<file path="src/hw/rtl/tlctl_pkg.sv">
// Shared constants, types and helper functions for the two-level tag lookup.
`default_nettype none

package tlctl_pkg;

	localparam int BLOCK_BYTES  = 8;
	localparam int L1_SETS      = 4;
	localparam int L2_SETS      = 8;
	localparam int ADDR_BITS    = 32;
	localparam int L1_WAYS_DEF  = 2;
	localparam int L2_WAYS_DEF  = 4;

	localparam int IN_ADDR_BITS = 32;
	localparam int CNT_BITS     = 32;

	localparam int EFF_ADDR_BITS = (ADDR_BITS < IN_ADDR_BITS) ? ADDR_BITS : IN_ADDR_BITS;
	localparam int OFS_BITS      = $clog2(BLOCK_BYTES);
	localparam int BLK_BITS      = EFF_ADDR_BITS - OFS_BITS;
	localparam int L1_SET_BITS   = $clog2(L1_SETS);
	localparam int L2_SET_BITS   = $clog2(L2_SETS);
	localparam int L1_IDX_W      = (L1_SET_BITS > 0) ? L1_SET_BITS : 1;
	localparam int L2_IDX_W      = (L2_SET_BITS > 0) ? L2_SET_BITS : 1;
	localparam int L1_TAG_BITS   = BLK_BITS - L1_SET_BITS;
	localparam int L2_TAG_BITS   = BLK_BITS - L2_SET_BITS;
	localparam int MAX_SETS      = (L1_SETS > L2_SETS) ? L1_SETS : L2_SETS;
	localparam int CLR_W         = (MAX_SETS > 1) ? $clog2(MAX_SETS) : 1;

	localparam logic [1:0] HIT_L1  = 2'd0;
	localparam logic [1:0] HIT_L2  = 2'd1;
	localparam logic [1:0] HIT_MEM = 2'd2;

	typedef enum logic [1:0] {
		ST_CLEAR,
		ST_IDLE,
		ST_LOOK
	} state_t;

	// Per-set fill count: 0 .. ways
	function automatic int cnt_bits(input int ways);
		return $clog2(ways + 1);
	endfunction

	// Per-set round-robin pointer: 0 .. ways-1
	function automatic int ptr_bits(input int ways);
		return (ways > 1) ? $clog2(ways) : 1;
	endfunction

	// Set row: {ptr, cnt, tag[ways-1] .. tag[0]}
	function automatic int row_bits(input int ways, input int tag_bits);
		return ways * tag_bits + cnt_bits(ways) + ptr_bits(ways);
	endfunction

endpackage

`default_nettype wire

</file>
<file path="src/hw/rtl/tlctl_ram.sv">
// Generic single-write, single-read RAM with registered read data.
`default_nettype none

module tlctl_ram #(
	parameter int WIDTH = 8,
	parameter int DEPTH = 4,
	parameter int AW    = (DEPTH > 1) ? $clog2(DEPTH) : 1
) (
	input  wire logic             clk,
	input  wire logic             we,
	input  wire logic [AW-1:0]    waddr,
	input  wire logic [WIDTH-1:0] wdata,
	input  wire logic [AW-1:0]    raddr,
	output logic      [WIDTH-1:0] rdata
);

	logic [WIDTH-1:0] mem [DEPTH];

	always_ff @(posedge clk) begin
		if (we) begin
			mem[waddr] <= wdata;
		end
		rdata <= mem[raddr];
	end

endmodule

`default_nettype wire

</file>
<file path="src/hw/rtl/tlctl_set_update.sv">
// Per-set tag compare and FIFO fill of one cache level row.
`default_nettype none

module tlctl_set_update
	import tlctl_pkg::*;
#(
	parameter int WAYS     = 2,
	parameter int TAG_BITS = 27,
	parameter int ROW_W    = row_bits(WAYS, TAG_BITS)
) (
	input  wire logic [ROW_W-1:0]    row,
	input  wire logic [TAG_BITS-1:0] tag,
	output logic                     hit,
	output logic      [ROW_W-1:0]    row_next
);

	localparam int CNT_W  = cnt_bits(WAYS);
	localparam int PTR_W  = ptr_bits(WAYS);
	localparam int TAGS_W = WAYS * TAG_BITS;

	logic [PTR_W-1:0]  ptr, ptr_next, victim;
	logic [CNT_W-1:0]  cnt, cnt_next;
	logic [TAGS_W-1:0] tags, tags_next;
	logic              full;

	assign {ptr, cnt, tags} = row;

	// ways below the fill count are the valid ones
	always_comb begin
		hit = 1'b0;
		for (int w = 0; w < WAYS; w++) begin
			if ((CNT_W'(w) < cnt) && (tags[w*TAG_BITS +: TAG_BITS] == tag)) begin
				hit = 1'b1;
			end
		end
	end

	assign full   = (cnt == CNT_W'(WAYS));
	assign victim = full ? ptr : PTR_W'(cnt);

	always_comb begin
		tags_next = tags;
		for (int w = 0; w < WAYS; w++) begin
			if (PTR_W'(w) == victim) begin
				tags_next[w*TAG_BITS +: TAG_BITS] = tag;
			end
		end
	end

	assign cnt_next = full ? cnt : cnt + CNT_W'(1);
	assign ptr_next = !full ? ptr :
		((ptr == PTR_W'(WAYS - 1)) ? '0 : ptr + PTR_W'(1));

	assign row_next = {ptr_next, cnt_next, tags_next};

endmodule

`default_nettype wire

</file>
<file path="src/hw/rtl/two_level_cache_tag_lookup_core.sv">
// Top level of the two-level set-associative tag lookup with FIFO replacement.
//
//  channel | signals                              | direction | accepted when
//  --------+--------------------------------------+-----------+--------------------------
//  in      | in_valid, in_stall, address          | to core   | in_valid & !in_stall
//  out     | out_valid, out_stall, hit_level,     | from core | out_valid & !out_stall
//          | l1/l2 hit/miss counts, memory misses |           |
//
// Each transaction runs as follows: the accept edge reads both set rows from
// the tag RAMs, the next edge compares, writes the filled rows back and loads
// the result. No new transaction is taken in ST_LOOK, while the rows are
// written back. After reset a clearing pass zeroes every set row; in_stall
// stays high meanwhile. A held result only blocks new transactions while
// out_stall keeps it in the output register.
`default_nettype none

module two_level_cache_tag_lookup_core
	import tlctl_pkg::*;
#(
	parameter int L1_WAYS = L1_WAYS_DEF,
	parameter int L2_WAYS = L2_WAYS_DEF
) (
	input  wire logic                    clk,
	input  wire logic                    arst_n,
	input  wire logic                    in_valid,
	output logic                         in_stall,
	input  wire logic [IN_ADDR_BITS-1:0] address,
	output logic                         out_valid,
	input  wire logic                    out_stall,
	output logic      [1:0]              hit_level,
	output logic      [CNT_BITS-1:0]     l1_hit_count,
	output logic      [CNT_BITS-1:0]     l1_miss_count,
	output logic      [CNT_BITS-1:0]     l2_hit_count,
	output logic      [CNT_BITS-1:0]     l2_miss_count,
	output logic      [CNT_BITS-1:0]     memory_miss_count
);

	localparam int L1_ROW_W = row_bits(L1_WAYS, L1_TAG_BITS);
	localparam int L2_ROW_W = row_bits(L2_WAYS, L2_TAG_BITS);

	state_t state_q, state_d;

	logic [CLR_W-1:0]       clr_idx_q;
	logic [EFF_ADDR_BITS-1:0] addr_eff;
	logic [BLK_BITS-1:0]    blk;
	logic [L1_IDX_W-1:0]    l1_set, l1_set_q, l1_raddr, l1_waddr;
	logic [L2_IDX_W-1:0]    l2_set, l2_set_q, l2_raddr, l2_waddr;
	logic [L1_TAG_BITS-1:0] l1_tag, l1_tag_q;
	logic [L2_TAG_BITS-1:0] l2_tag, l2_tag_q;
	logic [L1_ROW_W-1:0]    l1_rdata, l1_row_next, l1_wdata;
	logic [L2_ROW_W-1:0]    l2_rdata, l2_row_next, l2_wdata;
	logic                   l1_we, l2_we, l1_hit, l2_hit;
	logic                   accept, look, clr_last;
	logic                   out_valid_q;
	logic [1:0]             hit_level_q;
	logic [CNT_BITS-1:0]    l1_hit_q, l1_miss_q, l2_hit_q, l2_miss_q, mem_miss_q;

	// set and tag split of the block address
	assign addr_eff = address[EFF_ADDR_BITS-1:0];
	assign blk      = addr_eff[EFF_ADDR_BITS-1:OFS_BITS];
	assign l1_set   = L1_IDX_W'(blk % L1_SETS);
	assign l2_set   = L2_IDX_W'(blk % L2_SETS);
	assign l1_tag   = L1_TAG_BITS'(blk >> L1_SET_BITS);
	assign l2_tag   = L2_TAG_BITS'(blk >> L2_SET_BITS);

	assign clr_last = (clr_idx_q == CLR_W'(MAX_SETS - 1));
	assign in_stall = (state_q != ST_IDLE) || (out_valid_q && out_stall);
	assign accept   = in_valid && !in_stall;
	assign look     = (state_q == ST_LOOK);

	tlctl_set_update #(
		.WAYS     (L1_WAYS),
		.TAG_BITS (L1_TAG_BITS)
	) u_l1_upd (
		.row      (l1_rdata),
		.tag      (l1_tag_q),
		.hit      (l1_hit),
		.row_next (l1_row_next)
	);

	tlctl_set_update #(
		.WAYS     (L2_WAYS),
		.TAG_BITS (L2_TAG_BITS)
	) u_l2_upd (
		.row      (l2_rdata),
		.tag      (l2_tag_q),
		.hit      (l2_hit),
		.row_next (l2_row_next)
	);

	always_ff @(posedge clk or negedge arst_n) begin
		if (!arst_n) begin
			state_q <= ST_CLEAR;
		end else begin
			state_q <= state_d;
		end
	end

	always_comb begin
		state_d  = state_q;
		l1_we    = 1'b0;
		l2_we    = 1'b0;
		l1_waddr = l1_set_q;
		l2_waddr = l2_set_q;
		l1_wdata = l1_row_next;
		l2_wdata = l2_row_next;
		l1_raddr = l1_set;
		l2_raddr = l2_set;
		case (state_q)
			ST_CLEAR: begin
				l1_we    = ({1'b0, clr_idx_q} < (CLR_W + 1)'(L1_SETS));
				l2_we    = ({1'b0, clr_idx_q} < (CLR_W + 1)'(L2_SETS));
				l1_waddr = L1_IDX_W'(clr_idx_q);
				l2_waddr = L2_IDX_W'(clr_idx_q);
				l1_wdata = '0;
				l2_wdata = '0;
				if (clr_last) begin
					state_d = ST_IDLE;
				end
			end
			ST_IDLE: begin
				if (accept) begin
					state_d = ST_LOOK;
				end
			end
			ST_LOOK: begin
				l1_we   = !l1_hit;
				l2_we   = !l1_hit && !l2_hit;
				state_d = ST_IDLE;
			end
			default: begin
				state_d = ST_IDLE;
			end
		endcase
	end

	tlctl_ram #(
		.WIDTH (L1_ROW_W),
		.DEPTH (L1_SETS),
		.AW    (L1_IDX_W)
	) u_l1_ram (
		.clk   (clk),
		.we    (l1_we),
		.waddr (l1_waddr),
		.wdata (l1_wdata),
		.raddr (l1_raddr),
		.rdata (l1_rdata)
	);

	tlctl_ram #(
		.WIDTH (L2_ROW_W),
		.DEPTH (L2_SETS),
		.AW    (L2_IDX_W)
	) u_l2_ram (
		.clk   (clk),
		.we    (l2_we),
		.waddr (l2_waddr),
		.wdata (l2_wdata),
		.raddr (l2_raddr),
		.rdata (l2_rdata)
	);

	always_ff @(posedge clk or negedge arst_n) begin
		if (!arst_n) begin
			clr_idx_q <= '0;
		end else if (state_q == ST_CLEAR && !clr_last) begin
			clr_idx_q <= clr_idx_q + CLR_W'(1);
		end
	end

	always_ff @(posedge clk) begin
		if (accept) begin
			l1_set_q <= l1_set;
			l2_set_q <= l2_set;
			l1_tag_q <= l1_tag;
			l2_tag_q <= l2_tag;
		end
	end

	// counters only move on a lookup, which needs an empty output register,
	// so they hold steady while a result waits
	always_ff @(posedge clk or negedge arst_n) begin
		if (!arst_n) begin
			l1_hit_q   <= '0;
			l1_miss_q  <= '0;
			l2_hit_q   <= '0;
			l2_miss_q  <= '0;
			mem_miss_q <= '0;
		end else if (look) begin
			if (l1_hit) begin
				if (l1_hit_q != '1) l1_hit_q <= l1_hit_q + CNT_BITS'(1);
			end else begin
				if (l1_miss_q != '1) l1_miss_q <= l1_miss_q + CNT_BITS'(1);
				if (l2_hit) begin
					if (l2_hit_q != '1) l2_hit_q <= l2_hit_q + CNT_BITS'(1);
				end else begin
					if (l2_miss_q != '1) l2_miss_q <= l2_miss_q + CNT_BITS'(1);
					if (mem_miss_q != '1) mem_miss_q <= mem_miss_q + CNT_BITS'(1);
				end
			end
		end
	end

	always_ff @(posedge clk or negedge arst_n) begin
		if (!arst_n) begin
			out_valid_q <= 1'b0;
		end else begin
			out_valid_q <= look || (out_valid_q && out_stall);
		end
	end

	always_ff @(posedge clk) begin
		if (look) begin
			hit_level_q <= l1_hit ? HIT_L1 : (l2_hit ? HIT_L2 : HIT_MEM);
		end
	end

	assign out_valid         = out_valid_q;
	assign hit_level         = hit_level_q;
	assign l1_hit_count      = l1_hit_q;
	assign l1_miss_count     = l1_miss_q;
	assign l2_hit_count      = l2_hit_q;
	assign l2_miss_count     = l2_miss_q;
	assign memory_miss_count = mem_miss_q;

endmodule

`default_nettype wire
</file>
<file path="config.mk">
export PLATFORM = sky130hd
export DESIGN_NAME = two_level_cache_tag_lookup_core
export DESIGN_NICKNAME = d
export VERILOG_FILES = /design/src/hw/rtl/tlctl_pkg.sv /design/src/hw/rtl/tlctl_ram.sv /design/src/hw/rtl/tlctl_set_update.sv /design/src/hw/rtl/two_level_cache_tag_lookup_core.sv
export SDC_FILE = /design/constraint.sdc
export NUM_CORES = 2
export LEC_CHECK = 0
export BUFFER_PORTS_ARGS = -buffer_cell sky130_fd_sc_hd__buf_2
export CORE_AREA = 2 2 381 288
export DETAILED_ROUTE_END_ITERATION = 10
export DIE_AREA = 0 0 383 290
export GPL_TIMING_DRIVEN = 1
export PLACE_DENSITY = 0.84
export SYNTH_ARGS = -nofsm -noshare
export SYNTH_HDL_FRONTEND = slang
export SYNTH_HIERARCHICAL = 1
export SYNTH_SLANG_ARGS = --single-unit
</file>
<file path="constraint.sdc">
create_clock -name clk -period 13.1 [get_ports clk]
set_clock_uncertainty 0.05 [all_clocks]
set_input_delay 1.31 -clock clk [delete_from_list [all_inputs] [get_ports clk]]
set_output_delay 1.31 -clock clk [all_outputs]
set_load 0.005 [all_outputs]
</file>
### After elaboration in Yosys (flattened, before gate mapping)

Memories as Yosys holds them, arrays and structs flattened. A register that Yosys moved wholly into a read port is not among the register bits.
Cells that the tools add are included.

| word-level totals | value |
|---|---|
| bits of input ports | 36 |
| RAM bits | 1,100 |
| output and inout port bits | 164 |
| register bits after elaboration | 226 |
| logic and storage cells | 115 |
| memories | 2 |

Memory list:

| memory | words | width | read ports | clocked after Yosys merged registers in | write ports | RTL line | source |
|---|---|---|---|---|---|---|---|
| u_l2_ram.mem | 8 | 109 | 1 | 1 | 1 | tlctl_ram.sv:17 | `logic [WIDTH-1:0] mem [DEPTH];` |
| u_l1_ram.mem | 4 | 57 | 1 | 1 | 1 | tlctl_ram.sv:17 |  |

| cells by class | value |
|---|---|
| muxes and demuxes | 34 |
| add/subtract/negate cells | 10 |
| bitwise logic cells | 2 |
| reductions and logical operators | 24 |
| eq/ne operators | 23 |
| $lt $le $gt $ge | 7 |

Operators with widths:

| cell | count |
|---|---|
| 32-bit by 1-bit adder with 32-bit output, second input constant | 5 |
| 32-bit != test, second input constant | 5 |
| 109-bit 2-to-1 mux | 1 |
| 26-bit == test | 4 |
| 26-bit 2-to-1 mux | 4 |
| 57-bit 2-to-1 mux | 1 |
| 27-bit == test | 2 |
| 27-bit 2-to-1 mux | 2 |
| 2-bit 2-to-1 mux | 8 |
| 1-bit 2-to-1 mux | 13 |
| 4-bit AND reduction | 3 |
| 1-bit logical AND | 10 |
| 3-bit by 1-bit adder with 3-bit output, second input constant | 2 |
| 2-bit == test, second input constant | 3 |
| 3-bit == test, second input constant | 2 |
| 1-bit by 3-bit less-than comparator with 1-bit output, first input constant | 2 |
| 2-bit by 3-bit less-than comparator with 1-bit output, first input constant | 2 |
| 3-bit 2-to-1 mux | 2 |
| 3-bit AND reduction | 2 |
| 2-bit by 1-bit adder with 2-bit output, second input constant | 2 |
| 2-bit == test, first input constant | 2 |
| 1-bit zero test | 4 |
| 2-bit zero test | 2 |
| 1-bit by 2-bit less-than comparator with 1-bit output, first input constant | 2 |
| other kinds (11) | 15 |

### Longest topological paths before layout

| depth | value |
|---|---|
| depth in word-level cells | 11 |
| mapped depth | 12 |

### By module

Netlist, hierarchy kept.

Modules (own cells, without submodules):

| module | area an instance (µm²) | times used | cells an instance |
|---|---|---|---|
| tlctl_ram (u_l2_ram) | 34,857.2 | 1 | 1,381 |
| two_level_cache_tag_lookup_core | 10,042.1 | 1 | 978 |
| tlctl_ram (u_l1_ram) | 9,390.3 | 1 | 358 |
| tlctl_set_update (u_l2_upd) | 2,830.2 | 1 | 307 |
| tlctl_set_update (u_l1_upd) | 1,544.0 | 1 | 140 |

### Worst setup path before layout

No wires, ideal clock.

| timing | value |
|---|---|
| kind | reg2reg |
| start | register state_q[0] |
| end | memory u_l2_ram/mem[0][0] (netlist name) (enable) |
| setup time | 0.710 ns |
| data arrival time | 9.066 ns |
| stages on the path, launching flop included | 7 |
| data required time | 12.340 ns |
| setup slack | 3.273 ns |
| path through | dfrtp_1 > clkbuf_1 > nor2_1 > clkbuf_1 > mux2_2 > nand2b_1 > nor3_1 |

| between the ends | value |
|---|---|
| elaborated cells on any way between the ends | 6 |

RTL lines:

| element | RTL line | source |
|---|---|---|
| from (decl) | two_level_cache_tag_lookup_core.sv:41 | `state_t state_q, state_d;` |
| from (signal assigned) | two_level_cache_tag_lookup_core.sv:95 | `state_q <= state_d;` |
| 2-bit zero test | two_level_cache_tag_lookup_core.sv:109 | `case (state_q)` |
| 3-bit 2-to-1 mux | two_level_cache_tag_lookup_core.sv:109 |  |
| net l2_waddr[2] | two_level_cache_tag_lookup_core.sv:47 | `logic [L2_IDX_W-1:0] l2_set, l2_set_q, l2_raddr, l2_waddr;` |
| to (decl) | tlctl_ram.sv:17 |  |

The timed path passes the listed nets, and every way through them passes these cells.

### Worst setup path in the final report

| timing | value |
|---|---|
| start | register l1_tag_q[12] |
| end | memory u_l2_ram/mem[4][83] (netlist name) (enable) |

| between the ends | value |
|---|---|
| cells in the longest elaborated chain, start to end | 9 |
| elaborated cells on any way between the ends | 11 |

RTL lines:

| element | RTL line | source |
|---|---|---|
| from (decl) | two_level_cache_tag_lookup_core.sv:48 | `logic [L1_TAG_BITS-1:0] l1_tag, l1_tag_q;` |
| from (signal assigned) | two_level_cache_tag_lookup_core.sv:175 | `l1_tag_q <= l1_tag;` |
| 27-bit == test | tlctl_set_update.sv:32 | `if ((CNT_W'(w) < cnt) && (tags[w*TAG_BITS +: TAG_BITS] == tag)) begin` |
| 1-bit logical AND | tlctl_set_update.sv:32 |  |
| 1-bit 2-to-1 mux | tlctl_set_update.sv:32 |  |
| 1-bit 2-to-1 mux (*) | tlctl_set_update.sv:32 |  |
| 1-bit zero test (*) | two_level_cache_tag_lookup_core.sv:128 | `l2_we = !l1_hit && !l2_hit;` |
| 1-bit logical AND (*) | two_level_cache_tag_lookup_core.sv:128 |  |
| 1-bit case mux with 2 select lines (*) | two_level_cache_tag_lookup_core.sv:109 |  |
| net l2_we | two_level_cache_tag_lookup_core.sv:52 | `logic l1_we, l2_we, l1_hit, l2_hit;` |
| 1-bit 2-to-1 mux (*) | tlctl_ram.sv:20 | `if (we) begin` |
| 1-bit 2-to-1 mux (implied by the code) (*) | tlctl_ram.sv:21 | `mem[waddr] <= wdata;` |

Mark *: on every way through the listed nets, which the timed path passes. The rest lies on a longest branch.

==> implementation parameters <==
Parameter                              Value

Logic synthesis
  Dominant cell type by area after synthesis ... sky130_fd_sc_hd__edfxtp_1
  Share of the yosys chip area belonging to registers ... 0.7064
  Top cell type's share of synthesized area ... 0.5789
  Number of flip-flops and latches in the synthesized netlist ... 1,463
  Number of distinct library cells after synthesis ... 65
  Mapped Nets ... 3,213
  Synth warnings ... 6
  Fraction of synthesis flops using an asynchronous set or reset pin ... 0.1135
  Post-synth EDFFs ... 1,131
  Cell area after technology mapping ... 58,660 sq um
  Post-synthesis cell count ... 3,164
  Cell types with the largest area share after synthesis ... sky130_fd_sc_hd__edfxtp_1 (58%), sky130_fd_sc_hd__mux4_2 (11%), sky130_fd_sc_hd__dfrtp_1 (7.1%)
  Mean post-synth cell area ... 18.54 sq um
  Flip-flop cell with the highest count after synthesis ... sky130_fd_sc_hd__edfxtp_1

Finish
  Share of cells above drive strength 1 ... 0.2911
  Net count, final ... 3,448
  Final std cells w/o fill ... 4,944
  Leading cell type in the layout, fill and taps excluded ... sky130_fd_sc_hd__edfxtp_1
  Most frequent cells in the layout ... sky130_fd_sc_hd__edfxtp_1 (1,131), sky130_fd_sc_hd__mux4_2 (275), sky130_fd_sc_hd__mux2_2 (203)
  Design area ... 65,460 sq um
  Layout overhead on the synthesized area ... 11.58%

Timing
  Max transition margin ... 0.1686
  Setup repair after global routing missed its margin ... false
  Clock period minus final worst setup slack ... 5.664 ns
  Total count of max-transition violations in the final report ... 0
  Slew at the pin with the worst max-slew slack ... 1.247 ns
  Final setup violation count ... 0
  Final-report hold violation count ... 0
  Tightest hold margin ... 0.4310 ns
  Final sum of negative setup slack ... 0 ns
  Highest attainable clock frequency ... 176.6 MHz
  Final Cycle Share ... 0.4323

Routing
  Number of iterations in the first detailed-routing pass ... 8
  Detailed Route WL ... 126,100 um
  DR iter-0 viols ... 2,974
  Routed via count ... 30.28k
  DR WL/cell ... 25.51 um
  Detail-routed via count per cell ... 6.125
  Antenna-violating nets left ... 0
  DRC ... 0

Floorplanning
  CORE AREA ... 107,100 sq um
  # rows ... 104
  IO Pins ... 200
  Floorplan die area ... 111,100 sq um
  Effective utilization at floorplan ... 0.5478
  Die H ... 290 um
  Floorplan die width ... 383 um

Place
  Placed wire-length estimate after detailed placement ... 69,470 um
  Final Wtd Congestion ... 0.8394
  Port Buffers ... 196
  Post-DP Area ... 61,120 sq um
  Instance count after placement with tap cells included ... 4,692

GRT
  First-pass GRT wire length ... 191,600 um
  Sum of overflow across all layers after global routing ... 0
  Largest net degree at the start of global routing ... 106
  Overall track demand over capacity in global routing ... 0.2278
  Via count of the first global-routing pass ... 30.55k
  Antenna violations before repair ... 6

Clocking
  Post-CTS Setup Inserts ... 0
  Clock sink count ... 1,463
  Gates resized, CTS repair ... 0
  Htree depth ... 4
  Number of buffers inserted during clock tree synthesis ... 136
  Clock network latency to the later pin of the worst-skew pair ... 0.76 ns
  Cell at the root of the clock tree ... sky130_fd_sc_hd__clkbuf_16
  Number of buffers between clock root and the deepest sink ... 3
  Clock tree from TritonCTS ... done
  Hold buffers post-CTS ... 0
  Clock transition at the registers of the reported paths ... 0.06 ns

Power and ir drop
  Leakage power summed over all cells ... 0.02307 uW
  Peak ir drop on the vdd network ... 149.9 uV
  Power per unit of standard cell area ... 207.9 nW/um^2

Setup path
  Crit Path Max Fanout ... 60
  Req. time, crit path ... 13.40 ns
  Critical Path AT ... 5.96 ns
  Setup crit start kind ... flop
  Crit end category ... flop
  Critical path class ... reg -> reg

Status
  Result of the run ... finished clean

Min path
  Worst hold path class ... reg -> reg

Job
  Max-cap viol count ... 0
==> worst paths after layout <==
path,start,end,slack [ns],cells after the start
worst max-delay path,l1_tag_q[12],u_l2_ram/mem[4][83],7.44,11
worst min-delay path,memory_miss_count[18],memory_miss_count[18],0.43,1
worst max register to register,l1_tag_q[12],u_l2_ram/mem[4][83],7.44,11
worst min register to register,memory_miss_count[18],memory_miss_count[18],0.43,1
max in group asynchronous,arst_n,l1_miss_count[24],11.02,2
min in group asynchronous,arst_n,l2_miss_count[17],0.62,1
==> state kept, by name (all words and copies together) (netlist names) <==
name	cells
clr_idx_q	3
hit_level	2
l1_hit_count	32
l1_miss_count	32
l1_set_q	1
l1_tag_q	27
l2_hit_count	32
l2_miss_count	32
l2_set_q	1
memory_miss_count	32
out_valid	1
state_q	2
u_l1_ram/mem	228
u_l1_ram/rdata	57
u_l2_ram/mem	872
u_l2_ram/rdata	109
==> power breakdown <==
group          switching, uW  internal (uW)  total [uW]
combinational           1730            983        2720
sequential               390           6650        7040
clock                   1710           2140        3850
==> logic make-up (layout without fill, tap and decap cells) <==
group                      after synthesis  count (layout)  synth area share
other                                    0               2                 0
and+or+nand+nor                        626             626           0.06072
adders and majority gates               13              13          0.002773
muxes                                  554             554            0.1638
buffers and inverters                  166             513           0.01527
AOI/OAI and AO/OA                       30              30          0.004458
DFF                                   1463            1463            0.7064
xor gates and xnor gates               312             312           0.04658
==> cells in the mapped netlist, drive strengths merged, types with 4 or more instances <==
| cell type | instances |
|---|---|
| o21ai | 5 |
| nand2 | 70 |
| dfxtp | 166 |
| nor3b | 6 |
| or4 | 7 |
| xnor2 | 187 |
| mux2 | 278 |
| and4 | 14 |
| clkbuf | 86 |
| nand2b | 4 |
| mux4 | 275 |
| nand3 | 58 |
| nor4 | 34 |
| and2 | 7 |
| inv | 15 |
| nand4 | 97 |
| or3 | 4 |
| dfrtp | 166 |
| a31oi | 4 |
| xor2 | 125 |
| nor2b | 169 |
| nor3 | 34 |
| nor2 | 65 |
| or2 | 4 |
| and3 | 42 |
| buf | 65 |
| edfxtp | 1131 |
| ha | 13 |
==> final cells by class <==
class	instances	area (sq um)
well taps	1431	1790
fillers	7124	41640
inverters	15	56.30
clock buffers	184	3726
clock inverters	66	606.8
diodes	2	5.005
flip-flops and latches	1463	41440
repair buffers	248	1419
multi-input cells	1535	16410
==> per-layer routing <==
layer  GRT usage  share of wire  vias to the layer above
met2      0.3549           0.47                     1564
li1            -              -                    12840
met4     0.07432          0.027                        0
met3     0.05229          0.099                      227
met5           0              0                        -
met1      0.3209           0.40                    15650
==> worst max-delay path: stages (launching register included) <==
cell and delay, ns:
sky130_fd_sc_hd__edfxtp_1 1.12, sky130_fd_sc_hd__xnor2_1 0.21, sky130_fd_sc_hd__nand4_1 0.23, sky130_fd_sc_hd__nor4_1 0.16
sky130_fd_sc_hd__nand3_1 0.17, sky130_fd_sc_hd__nand4_1 0.47, sky130_fd_sc_hd__nor2_1 0.31, sky130_fd_sc_hd__o21ba_2 0.23
sky130_fd_sc_hd__nand2_1 0.25, sky130_fd_sc_hd__nor3_2 0.20, sky130_fd_sc_hd__buf_4 0.92, sky130_fd_sc_hd__buf_4 0.86
==> metrics by stage <==
stage	utilization	setup slack (ns)	total power (uW)
final	0.6112	7.436	13610
after floorplan	-	3.274	8918
after global routing	0.6112	7.313	14100
after CTS	0.6112	7.506	13660
after detailed placement	0.5707	7.663	9790
after global placement	0.5707	7.774	9624
Power figures use the tool's default switching activity.
